[src/lled_pkg.sv]
// Shared types, constants and codes for the light level edge detector.
`timescale 1ns / 1ps
`default_nettype none

package lled_pkg;

    // Fixed-point layout of a tracked level
    localparam int SAMPLE_BITS   = 16;
    localparam int FRACTION_BITS = 16;
    localparam int LEVEL_BITS    = SAMPLE_BITS + FRACTION_BITS;

    // Register widths
    localparam int THRESH_BITS = 16;
    localparam int COUNT_BITS  = 8;
    localparam int GAIN_BITS   = 16;
    localparam int CMP_BITS    = (SAMPLE_BITS > THRESH_BITS) ? SAMPLE_BITS : THRESH_BITS;

    // Register reset values
    localparam logic [THRESH_BITS-1:0] THRESH_RESET = THRESH_BITS'(64);
    localparam logic [COUNT_BITS-1:0]  SETTLE_RESET = COUNT_BITS'(8);
    localparam logic [GAIN_BITS-1:0]   GAIN_RESET   = GAIN_BITS'(3277);
    localparam logic [COUNT_BITS-1:0]  COUNT_MAX    = '1;

    // Configuration register indexes
    localparam int CFG_INDEX_BITS = 2;
    localparam logic [CFG_INDEX_BITS-1:0] REG_THRESHOLD = 2'd0;
    localparam logic [CFG_INDEX_BITS-1:0] REG_SETTLE    = 2'd1;
    localparam logic [CFG_INDEX_BITS-1:0] REG_GAIN      = 2'd2;

    // Operation codes carried on s_tuser
    typedef enum logic [1:0] {
        OP_SAMPLE = 2'd0,
        OP_SEED   = 2'd1,
        OP_CLEAR  = 2'd2
    } op_t;

    // Edge event codes
    typedef enum logic [1:0] {
        EV_NONE = 2'd0,
        EV_RISE = 2'd1,
        EV_FALL = 2'd2
    } event_t;

    // Detector state
    typedef struct packed {
        logic                   pending;
        logic [COUNT_BITS-1:0]  counter;
        logic [LEVEL_BITS-1:0]  baseline;
        logic [LEVEL_BITS-1:0]  candidate;
        logic [SAMPLE_BITS-1:0] prev;
    } det_state_t;

    // Configuration registers
    typedef struct packed {
        logic [THRESH_BITS-1:0] threshold;
        logic [COUNT_BITS-1:0]  settle;
        logic [GAIN_BITS-1:0]   gain;
    } det_cfg_t;

endpackage

`default_nettype wire

[src/lled_step.sv]
// Next-state and edge event logic for one detector item.
`timescale 1ns / 1ps
`default_nettype none

module lled_step (
    input  wire logic [1:0]                     op,
    input  wire logic [lled_pkg::SAMPLE_BITS-1:0] smp,
    input  wire lled_pkg::det_state_t           cur,
    input  wire lled_pkg::det_cfg_t             cfg,
    output lled_pkg::det_state_t                nxt,
    output logic [1:0]                          ev
);
    import lled_pkg::*;

    logic [SAMPLE_BITS+1:0]        filt_sum;
    logic [SAMPLE_BITS-1:0]        filt;
    logic [SAMPLE_BITS-1:0]        base_whole;
    logic [SAMPLE_BITS-1:0]        cand_whole;
    logic [SAMPLE_BITS-1:0]        base_dist;
    logic [SAMPLE_BITS-1:0]        cand_dist;
    logic                          near_base;
    logic                          near_cand;
    logic [LEVEL_BITS-1:0]         filt_level;
    logic [LEVEL_BITS-1:0]         track_in;
    logic signed [LEVEL_BITS:0]    track_diff;
    logic signed [LEVEL_BITS+GAIN_BITS+1:0] track_prod;
    logic signed [LEVEL_BITS+GAIN_BITS+1:0] track_step;
    logic [LEVEL_BITS-1:0]         track_out;
    logic [COUNT_BITS-1:0]         count_inc;

    function automatic logic [LEVEL_BITS-1:0] filt_level_of_seed(
        input logic [SAMPLE_BITS-1:0] raw
    );
        return {raw, {FRACTION_BITS{1'b0}}};
    endfunction

    // Smooth against the previous raw sample: (3*prev + cur) >> 2
    assign filt_sum = {2'b00, cur.prev} + {1'b0, cur.prev, 1'b0} + {2'b00, smp};
    assign filt     = filt_sum[SAMPLE_BITS+1:2];
    assign filt_level = {filt, {FRACTION_BITS{1'b0}}};

    // Distance of the filtered sample to the integer part of each level
    assign base_whole = cur.baseline[LEVEL_BITS-1:FRACTION_BITS];
    assign cand_whole = cur.candidate[LEVEL_BITS-1:FRACTION_BITS];
    assign base_dist  = (filt > base_whole) ? filt - base_whole : base_whole - filt;
    assign cand_dist  = (filt > cand_whole) ? filt - cand_whole : cand_whole - filt;
    assign near_base  = CMP_BITS'(base_dist) < CMP_BITS'(cfg.threshold);
    assign near_cand  = CMP_BITS'(cand_dist) < CMP_BITS'(cfg.threshold);

    // First-order tracking: level + ((F - level) * g) >>> 16, one multiplier
    // shared by baseline (stable phase) and candidate (pending phase)
    assign track_in   = cur.pending ? cur.candidate : cur.baseline;
    assign track_diff = $signed({1'b0, filt_level}) - $signed({1'b0, track_in});
    assign track_prod = track_diff * $signed({1'b0, cfg.gain});
    assign track_step = track_prod >>> GAIN_BITS;
    assign track_out  = track_in + track_step[LEVEL_BITS-1:0];

    // Saturating settle count
    assign count_inc = (cur.counter < COUNT_MAX) ? cur.counter + 1'b1 : cur.counter;

    always_comb begin
        nxt = cur;
        ev  = EV_NONE;
        case (op)
            OP_SEED: begin
                nxt.baseline = filt_level_of_seed(smp);
                nxt.prev     = smp;
            end
            OP_CLEAR: begin
                nxt.pending   = 1'b0;
                nxt.counter   = '0;
                nxt.baseline  = '0;
                nxt.candidate = '0;
            end
            OP_SAMPLE: begin
                nxt.prev = smp;
                if (!cur.pending) begin
                    if (near_base) begin
                        nxt.baseline = track_out;
                    end else begin
                        nxt.pending   = 1'b1;
                        nxt.candidate = filt_level;
                        nxt.counter   = COUNT_BITS'(1);
                    end
                end else if (near_cand) begin
                    nxt.candidate = track_out;
                    nxt.counter   = count_inc;
                    if (count_inc >= cfg.settle) begin
                        nxt.pending  = 1'b0;
                        nxt.baseline = track_out;
                        nxt.counter  = '0;
                        ev = (track_out > cur.baseline) ? EV_RISE : EV_FALL;
                    end
                end else if (near_base) begin
                    // back near the baseline: drop the candidate
                    nxt.pending = 1'b0;
                    nxt.counter = '0;
                end else begin
                    // another jump: restart the candidate here
                    nxt.candidate = filt_level;
                    nxt.counter   = COUNT_BITS'(1);
                end
            end
            default: begin
                // unused code: state kept
            end
        endcase
    end

endmodule

`default_nettype wire

[src/light_level_edge_detector_core.sv]
// Top level of the light level edge detector: stream ports, registers, state.
`timescale 1ns / 1ps
`default_nettype none

// Light level edge detector. Each transfer on the s_ channel carries an
// operation on s_tuser (sample, seed, clear) and a raw 16-bit reading on
// s_tdata; each one produces exactly one transfer on the m_ channel with the
// edge event (none, rising, falling). The block takes one item per clock
// while the m_ side takes each result: the state update for an item
// completes in the cycle it is accepted, and its result appears on m_tvalid
// the next cycle. The per-item path is the filter, the distance compares and
// one 33x17 tracking multiply feeding the state registers. The result
// register frees s_tready again as soon as the m_ side takes the waiting
// result. Configuration writes (threshold, settle count, tracking gain) are
// always accepted and should be issued only while no item is in flight.
module light_level_edge_detector_core (
    input  wire logic        aclk,
    input  wire logic        aresetn,
    // input stream
    input  wire logic        s_tvalid,
    output logic             s_tready,
    input  wire logic [15:0] s_tdata,   // [15:0] sample
    input  wire logic [1:0]  s_tuser,   // [1:0] operation
    // result stream
    output logic             m_tvalid,
    input  wire logic        m_tready,
    output logic [7:0]       m_tdata,   // [1:0] edge_event, [7:2] zero
    // configuration writes
    input  wire logic        cfg_valid,
    output logic             cfg_ready,
    input  wire logic [lled_pkg::CFG_INDEX_BITS-1:0] cfg_index,
    input  wire logic [15:0] cfg_data
);
    import lled_pkg::*;

    det_cfg_t   cfg_reg;
    det_state_t state_reg;
    det_state_t state_next;
    logic       m_valid_reg;
    logic [1:0] event_reg;
    logic [1:0] event_next;
    logic       s_accept;

    assign cfg_ready = 1'b1;
    assign s_tready  = !m_valid_reg || m_tready;
    assign s_accept  = s_tvalid && s_tready;
    assign m_tvalid  = m_valid_reg;
    assign m_tdata   = {6'b0, event_reg};

    // Configuration registers
    always_ff @(posedge aclk) begin
        if (!aresetn) begin
            cfg_reg.threshold <= THRESH_RESET;
            cfg_reg.settle    <= SETTLE_RESET;
            cfg_reg.gain      <= GAIN_RESET;
        end else if (cfg_valid) begin
            case (cfg_index)
                REG_THRESHOLD: cfg_reg.threshold <= cfg_data[THRESH_BITS-1:0];
                REG_SETTLE:    cfg_reg.settle    <= cfg_data[COUNT_BITS-1:0];
                REG_GAIN:      cfg_reg.gain      <= cfg_data[GAIN_BITS-1:0];
                default: begin
                end
            endcase
        end
    end

    // Per-item detector logic
    lled_step u_step (
        .op  (s_tuser),
        .smp (s_tdata[SAMPLE_BITS-1:0]),
        .cur (state_reg),
        .cfg (cfg_reg),
        .nxt (state_next),
        .ev  (event_next)
    );

    // Detector state, updated on each accepted transfer
    always_ff @(posedge aclk) begin
        if (!aresetn) begin
            state_reg <= '0;
        end else if (s_accept) begin
            state_reg <= state_next;
        end
    end

    // Result register
    always_ff @(posedge aclk) begin
        if (!aresetn) begin
            m_valid_reg <= 1'b0;
        end else if (s_accept) begin
            m_valid_reg <= 1'b1;
        end else if (m_tready) begin
            m_valid_reg <= 1'b0;
        end
    end

    always_ff @(posedge aclk) begin
        if (s_accept) begin
            event_reg <= event_next;
        end
    end

    // The settle counter runs exactly while a candidate is pending
    a_counter_phase: assert property (@(posedge aclk) disable iff (!aresetn)
        (state_reg.pending == (state_reg.counter != '0)))
        else $error("settle counter out of step with pending phase");

    // Seed, clear and unused codes never report an edge
    a_no_event_on_ctrl: assert property (@(posedge aclk) disable iff (!aresetn)
        (s_accept && s_tuser != OP_SAMPLE) |=> (event_reg == EV_NONE))
        else $error("edge reported for a non-sample operation");

    // A rising edge moves the baseline up
    a_rise_raises: assert property (@(posedge aclk) disable iff (!aresetn)
        (s_accept && event_next == EV_RISE) |=>
            (state_reg.baseline > $past(state_reg.baseline)))
        else $error("rising edge without a higher baseline");

    // A falling edge never moves the baseline up
    a_fall_not_up: assert property (@(posedge aclk) disable iff (!aresetn)
        (s_accept && event_next == EV_FALL) |=>
            (state_reg.baseline <= $past(state_reg.baseline)))
        else $error("falling edge with a higher baseline");

endmodule

`default_nettype wire
[config.mk]
export PLATFORM = sky130hd
export DESIGN_NAME = light_level_edge_detector_core
export DESIGN_NICKNAME = d
export VERILOG_FILES = /design/src/lled_pkg.sv /design/src/lled_step.sv /design/src/light_level_edge_detector_core.sv
export SDC_FILE = /design/constraint.sdc
export NUM_CORES = 2
export LEC_CHECK = 0
export BUFFER_PORTS_ARGS = -buffer_cell sky130_fd_sc_hd__buf_2
export CAP_MARGIN = 30
export CORE_MARGIN = 2
export CORE_UTILIZATION = 40
export DETAILED_ROUTE_END_ITERATION = 6
export GPL_TIMING_DRIVEN = 1
export PLACE_DENSITY_LB_ADDON = 0.12
export SYNTH_ARGS = -nofsm -noshare
export SYNTH_HDL_FRONTEND = slang
export SYNTH_SLANG_ARGS = --single-unit
[constraint.sdc]
create_clock -name aclk -period 15.6 [get_ports aclk]
set_input_delay 3.12 -clock aclk [delete_from_list [all_inputs] [get_ports aclk]]
set_output_delay 3.12 -clock aclk [all_outputs]
set_load 0.005 [all_outputs]
==> After elaboration in Yosys (flattened, before gate mapping) <==
Cells that the tools add are included.
Widths: inputs -> output; s select.
{ "totals": {"mem_bits_ro": 0, "latchBits": 0, "register_bits": 132, "wordCells": 72, "memories": 0, "mem_bits_rw": 0, "inputBits": 41} }
{ "classes": {"div_mod_pow": 0, "magnitude_cmp": 7, "n_mul": 1, "n_bitwise": 0, "n_addsub": 9, "shifts": 0, "eq_ne": 8, "mux": 20, "reduce_logical": 17} }
{ "ops": {"columns": ["op", "count"], "rows": [
  ["$mux 32", 5],
  ["$pmux 32 s3", 1],
  ["$mux 73", 1],
  ["$pmux 32 s2", 1],
  ["$sub 16x16->16", 4],
  ["$mul 33x17->48", 1],
  ["$mux 41", 1],
  ["$sub 32x32->33", 1],
  ["$add 32x32->32", 1],
  ["$gt 16x16->1", 2],
  ["$gt 32x32->1", 1],
  ["$lt 16x16->1", 2],
  ["$mux 16", 2],
  ["$add 16x17->18", 1],
  ["$add 18x16->18", 1],
  ["$mux 9", 2],
  ["$pmux 9 s2", 1],
  ["$reduce_and 2->1", 5],
  ["$ne 3x2->1 const B", 3],
  ["$add 8x1->8 const B", 1],
  ["$ge 8x8->1", 1],
  ["$lt 8x8->1 const B", 1],
  ["$mux 8", 1],
  ["$reduce_and 5->1", 1],
  ["other kinds (14)", 21]
]} }

==> Depth between registers and ports, before layout <==
{ "depth": {"depth_word": 9, "depth_mapped": 61, "ltp_nobuf": 59} }

==> Cells and area by module <==
Synthesis repeated with hierarchy kept, for this count alone.
{ "unflattened": {"cells_unflattened": 3962, "area_unflattened_um2": 32758.9} }
{ "modules_own_cells": {"columns": ["mod", "cells_per_inst", "area_per_inst_um2", "n_inst"], "rows": [
  ["lled_step", 3399, 27607.7, 1],
  ["light_level_edge_detector_core", 563, 5151.2, 1]
]} }

==> Least setup slack after synthesis <==
No wires, ideal clock.
{ "synth_timing": {"path_kind": "in2reg", "start": "input s_tdata[1]", "end": "register event_reg[0], data pin", "setup_ps": 261, "cell_stages": 53, "path_slack_ps": 372, "path_buffers": 1, "arrival_time_ps": 14967, "cell_sequence": "inv_1 fa_1 nor2_1 fa_1 a211o_1 a2111oi_4 o31a_4 o21bai_1 a21oi_1 o21bai_1 a211oi_1 a21oi_1 ha_1 a21o_1 a211oi_1 o21ai_0 o21ai_0 clkbuf_1 [... 17 more ...] a21boi_0 or4_1 nand3_1 ha_1 a21oi_1 nor2b_1 a2111oi_0 a21oi_1 xnor2_1 xnor2_1 inv_1 ha_1 nand4_1 or2_2 nor3_1 nand3_1 o211ai_1 a21oi_1"} }
{ "synth_between": {"elab_chain_cells": 6, "word_cells_on_any_way": 12, "classes_between": "5 x add/sub; 1 x mul; 3 x order compare; 2 x mux; 1 x reduce/logical"} }
{ "synth_rtl": {"columns": ["item", "line_no", "text"], "rows": [
  ["from (decl)", "light_level_edge_detector_core.sv:22", "input wire logic [15:0] s_tdata,"],
  ["$add 18x16->18 *", "lled_step.sv:38", "assign filt_sum = {2'b00, cur.prev} + {1'b0, cur.prev, 1'b0} + {2'b00, smp};"],
  ["$sub 32x32->33", "lled_step.sv:53", "assign track_diff = $signed({1'b0, filt_level}) - $signed({1'b0, track_in});"],
  ["$mul 33x17->48", "lled_step.sv:54", "assign track_prod = track_diff * $signed({1'b0, cfg.gain});"],
  ["$add 32x32->32", "lled_step.sv:56", "assign track_out = track_in + track_step[LEVEL_BITS-1:0];"],
  ["$gt 32x32->1", "lled_step.sv:92", "ev = (track_out > cur.baseline) ? EV_RISE : EV_FALL;"],
  ["$mux 2", "lled_step.sv:92", null],
  ["to (signal assigned)", "light_level_edge_detector_core.sv:99", "event_reg <= event_next;"],
  ["to (decl)", "light_level_edge_detector_core.sv:40", "logic [1:0] event_reg;"]
]} }
Mark *: on every way between the ends. The rest lies on a longest branch, timed or not.
A chain may end at the register's enable or synchronous reset.

==> Worst setup path after layout <==
Ends and elaborated chain as after synthesis.

==> key figures <==
Global routing
  – GRT Total Usage: 0.246
  – Vias in the first global route: 26.7k
  – Gr ovfl total: 0
  – First-pass GRT wire length: 157 mm
  – Largest net degree at the start of global routing: 66
  – Antenna violations before repair: 1

Placement
  – Port bufs: 44
  – Gpl congestion: 0.900
  – Final HPWL from detailed placement: 81.3 mm
  – Inst Count DP: 5,058

Routing
  – Antenna Nets Post-Route: 0
  – DR WL/cell: 19.5 microns
  – Drt initial violations: 1,848
  – Vias after detailed routing: 26.6k
  – Detailed Route WL: 99.3 mm
  – Via/cell ratio: 5.22
  – Pre-antenna DRT Iters: 5
  – DRC: 0

Timing
  – Period utilization: 0.968
  – Worst Skew: 16.1 ps
  – Count of final setup violators: 0
  – Final Hold Violating Endpoints: 0
  – Worst slew margin: 0.281
  – Fmax: 66.2 MHz
  – Slew Limit Fails: 0
  – Minimum clock period: 15,100 ps
  – WHS: 464 ps
  – Worst-Margin Slew: 1070 ps

Synthesis
  – Post-synth EDFFs: 2
  – Post-synthesis register bit count: 132
  – Xor/xnor cell area share of the yosys netlist: 0.0429
  – Adder-Cell Fraction of Synth Area: 0.434
  – Unique masters post-synth: 95
  – Count of mapped cells out of synthesis: 3,889
  – Largest family of logic cells by synthesized area: adder cells
  – Post-Syn Area: 32,000 sq um
  – Post-Synth Simple-Gate Area: 0.171
  – Top FF cell, synth: dfxtp_1
  – Register area share after synthesis: 0.0833
  – Avg Cell Area, Syn: 8.22 sq um
  – Asr flop ratio synth: 0
  – Syn. warnings: 0
  – Compound-gate portion of the synthesized area: 0.138
  – Mux cell area share after synthesis: 0.0186

Die
  – Ports: 52
  – Initial core utilization: 0.404
  – Die span in x: 287 microns
  – Core Rows: 103
  – Die height: 287 microns
  – Die ar.: 82,200 sq um
  – Core Area: 79,000 sq um

Hold path
  – Hold Path Depth: 2
  – Worst Hold End: cfg_reg[36]$_SDFFE_PN0P_
  – Worst hold path type: flop to flop
  – Hold path startpoint: cfg_reg[36]$_SDFFE_PN0P_

Finish
  – Register area: 2670 sq um
  – Fraction of layout cells with a size suffix above 1: 0.108
  – Area growth syn-to-layout: 11.7%
  – Post-Layout Cell Count: 5,099
  – Nets: 4,879
  – Area of the multi-input gates: 26,000 sq um
  – Max FFs per register: 89
  – Final design utilization: 0.452
  – Fill cells: 7,979

Setup path
  – Delay-heaviest family, CP: adder cells
  – CP max FO: 6
  – Worst reg-to-reg setup slack: 2420 ps
  – Reg-to-Reg End: event_reg[0]$_SDFFCE_PN0P_
  – Crit path buf inv count: 12
  – R2R depth: 48
  – Setup crit end kind: flop
  – Critical Path RT: 15,830 ps
  – Slowest cell on the critical path: fa_1
  – Worst EP arrival: 15,330 ps
  – Worst r2r src: state_reg[88]$_SDFFE_PN0P_
  – Most used cell, CP: fa_1
  – Critical setup path kind: input port to flop
  – Slowest cell delay on critical path: 570 ps
  – Startpoint types: input port

CTS
  – H-Tree Depth: 4
  – CTS tree: done
  – Clock-pin slew on the worst setup and hold paths: 80 ps
  – Clk_lat worst skew: 480 ps
  – CTS Hold Bufs: 0
  – CTS max path bufs: 2
  – CTS buffer count: 17
  – Root Buffer: clkbuf_16
  – # clock sinks: 132

Run
  – Max-Cap Viols: 0

Outcome
  – Status: completed
==> stage by stage <==
step | TNS [ps] | instance area [sq um] | setup slack (ps)
after floorplan | 0 | 32000 | 372
after global placement | -719 | 34700 | -368
after detailed placement | -1000 | 34700 | -517
after CTS | 0 | 35400 | 27.1
after global routing | -50.0 | 35700 | -30.0
final | 0 | 35700 | 499
==> how the worst max path moves through the flow <==
stage | from | endpoint | slack, ps | cells after the start
floorplan | s_tdata[1] | event_reg[0]$_SDFFCE_PN0P_ | 370 | 53
global placement | s_tdata[1] | event_reg[0]$_SDFFCE_PN0P_ | -370 | 54
detailed placement | s_tdata[1] | event_reg[0]$_SDFFCE_PN0P_ | -520 | 54
CTS | s_tdata[1] | event_reg[0]$_SDFFCE_PN0P_ | 30 | 54
global route | s_tdata[2] | event_reg[0]$_SDFFCE_PN0P_ | -30 | 58
finish | s_tdata[1] | event_reg[0]$_SDFFCE_PN0P_ | 500 | 56
==> cells by family after synthesis <==
kind of cell	after synthesis
compound gates	657
xor+xnor	150
fa+ha+maj	803
buf+inv	934
flops	132
mux	57
other cells	2
simple gates	1154
==> metal layers <==
| layer | GRT usage | share of wire |
|---|---|---|
| met3 | 0.0203 | 0.043 |
| met2 | 0.383 | 0.44 |
| met5 | 0 | 0 |
| met4 | 0.0517 | 0.017 |
| met1 | 0.372 | 0.50 |
==> cell usage after synthesis (30+ instances only) <==
| cell type | instances | area (sq um) |
|---|---|---|
| and3_1 | 30 | 188 |
| a21o_1 | 80 | 601 |
| xnor2_1 | 97 | 850 |
| inv_1 | 749 | 2810 |
| nand2_1 | 550 | 2060 |
| clkbuf_1 | 158 | 593 |
| a211oi_1 | 39 | 293 |
| nor2_1 | 125 | 469 |
| xor2_1 | 48 | 420 |
| and2_1 | 210 | 1310 |
| nor3_1 | 32 | 160 |
| mux2i_1 | 43 | 430 |
| ha_1 | 293 | 3670 |
| a21oi_1 | 185 | 926 |
| o21ai_0 | 105 | 526 |
| o21a_1 | 36 | 270 |
| dfxtp_1 | 130 | 2600 |
| nand3_1 | 65 | 325 |
| nand2b_1 | 30 | 188 |
| fa_1 | 510 | 10200 |
==> placed cells by master (no fill, tap or decap), drive strengths merged, types with 99 or more instances in the layout <==
cell	instances
nor2	126
o21ai	108
fa	510
inv	760
ha	293
dfxtp	130
xnor2	99
buf	304
a21oi	186
nand2	550
and2	210
==> worst min-delay path, delay by kind of cell (launching register included) <==
kind	cells	cell delay [ps]
compound gates	1	50
simple gates	1	50
flops	1	320
==> repair_timing <==
item                       in CTS  in global routing
setup endpoints to repair       2                  2
hold endpoints to repair        0                  0
pin swaps                       0                 21
buffers inserted                0                  8
resized for setup               3                 53
==> area by class of cell <==
type	count	area share
Antenna cell	1	0.0000701
Tap cell	1050	0.0368
Inverter	751	0.0790
Multi-Input combinational cell	2828	0.730
Clock buffer	17	0.0119
Clock inverter	15	0.00501
Timing Repair Buffer	305	0.0626
Sequential cell	132	0.0747
Power is left out: the tool's default activity adds up to more than one toggle a clock period on the data nets, which glitch-free logic cannot reach.
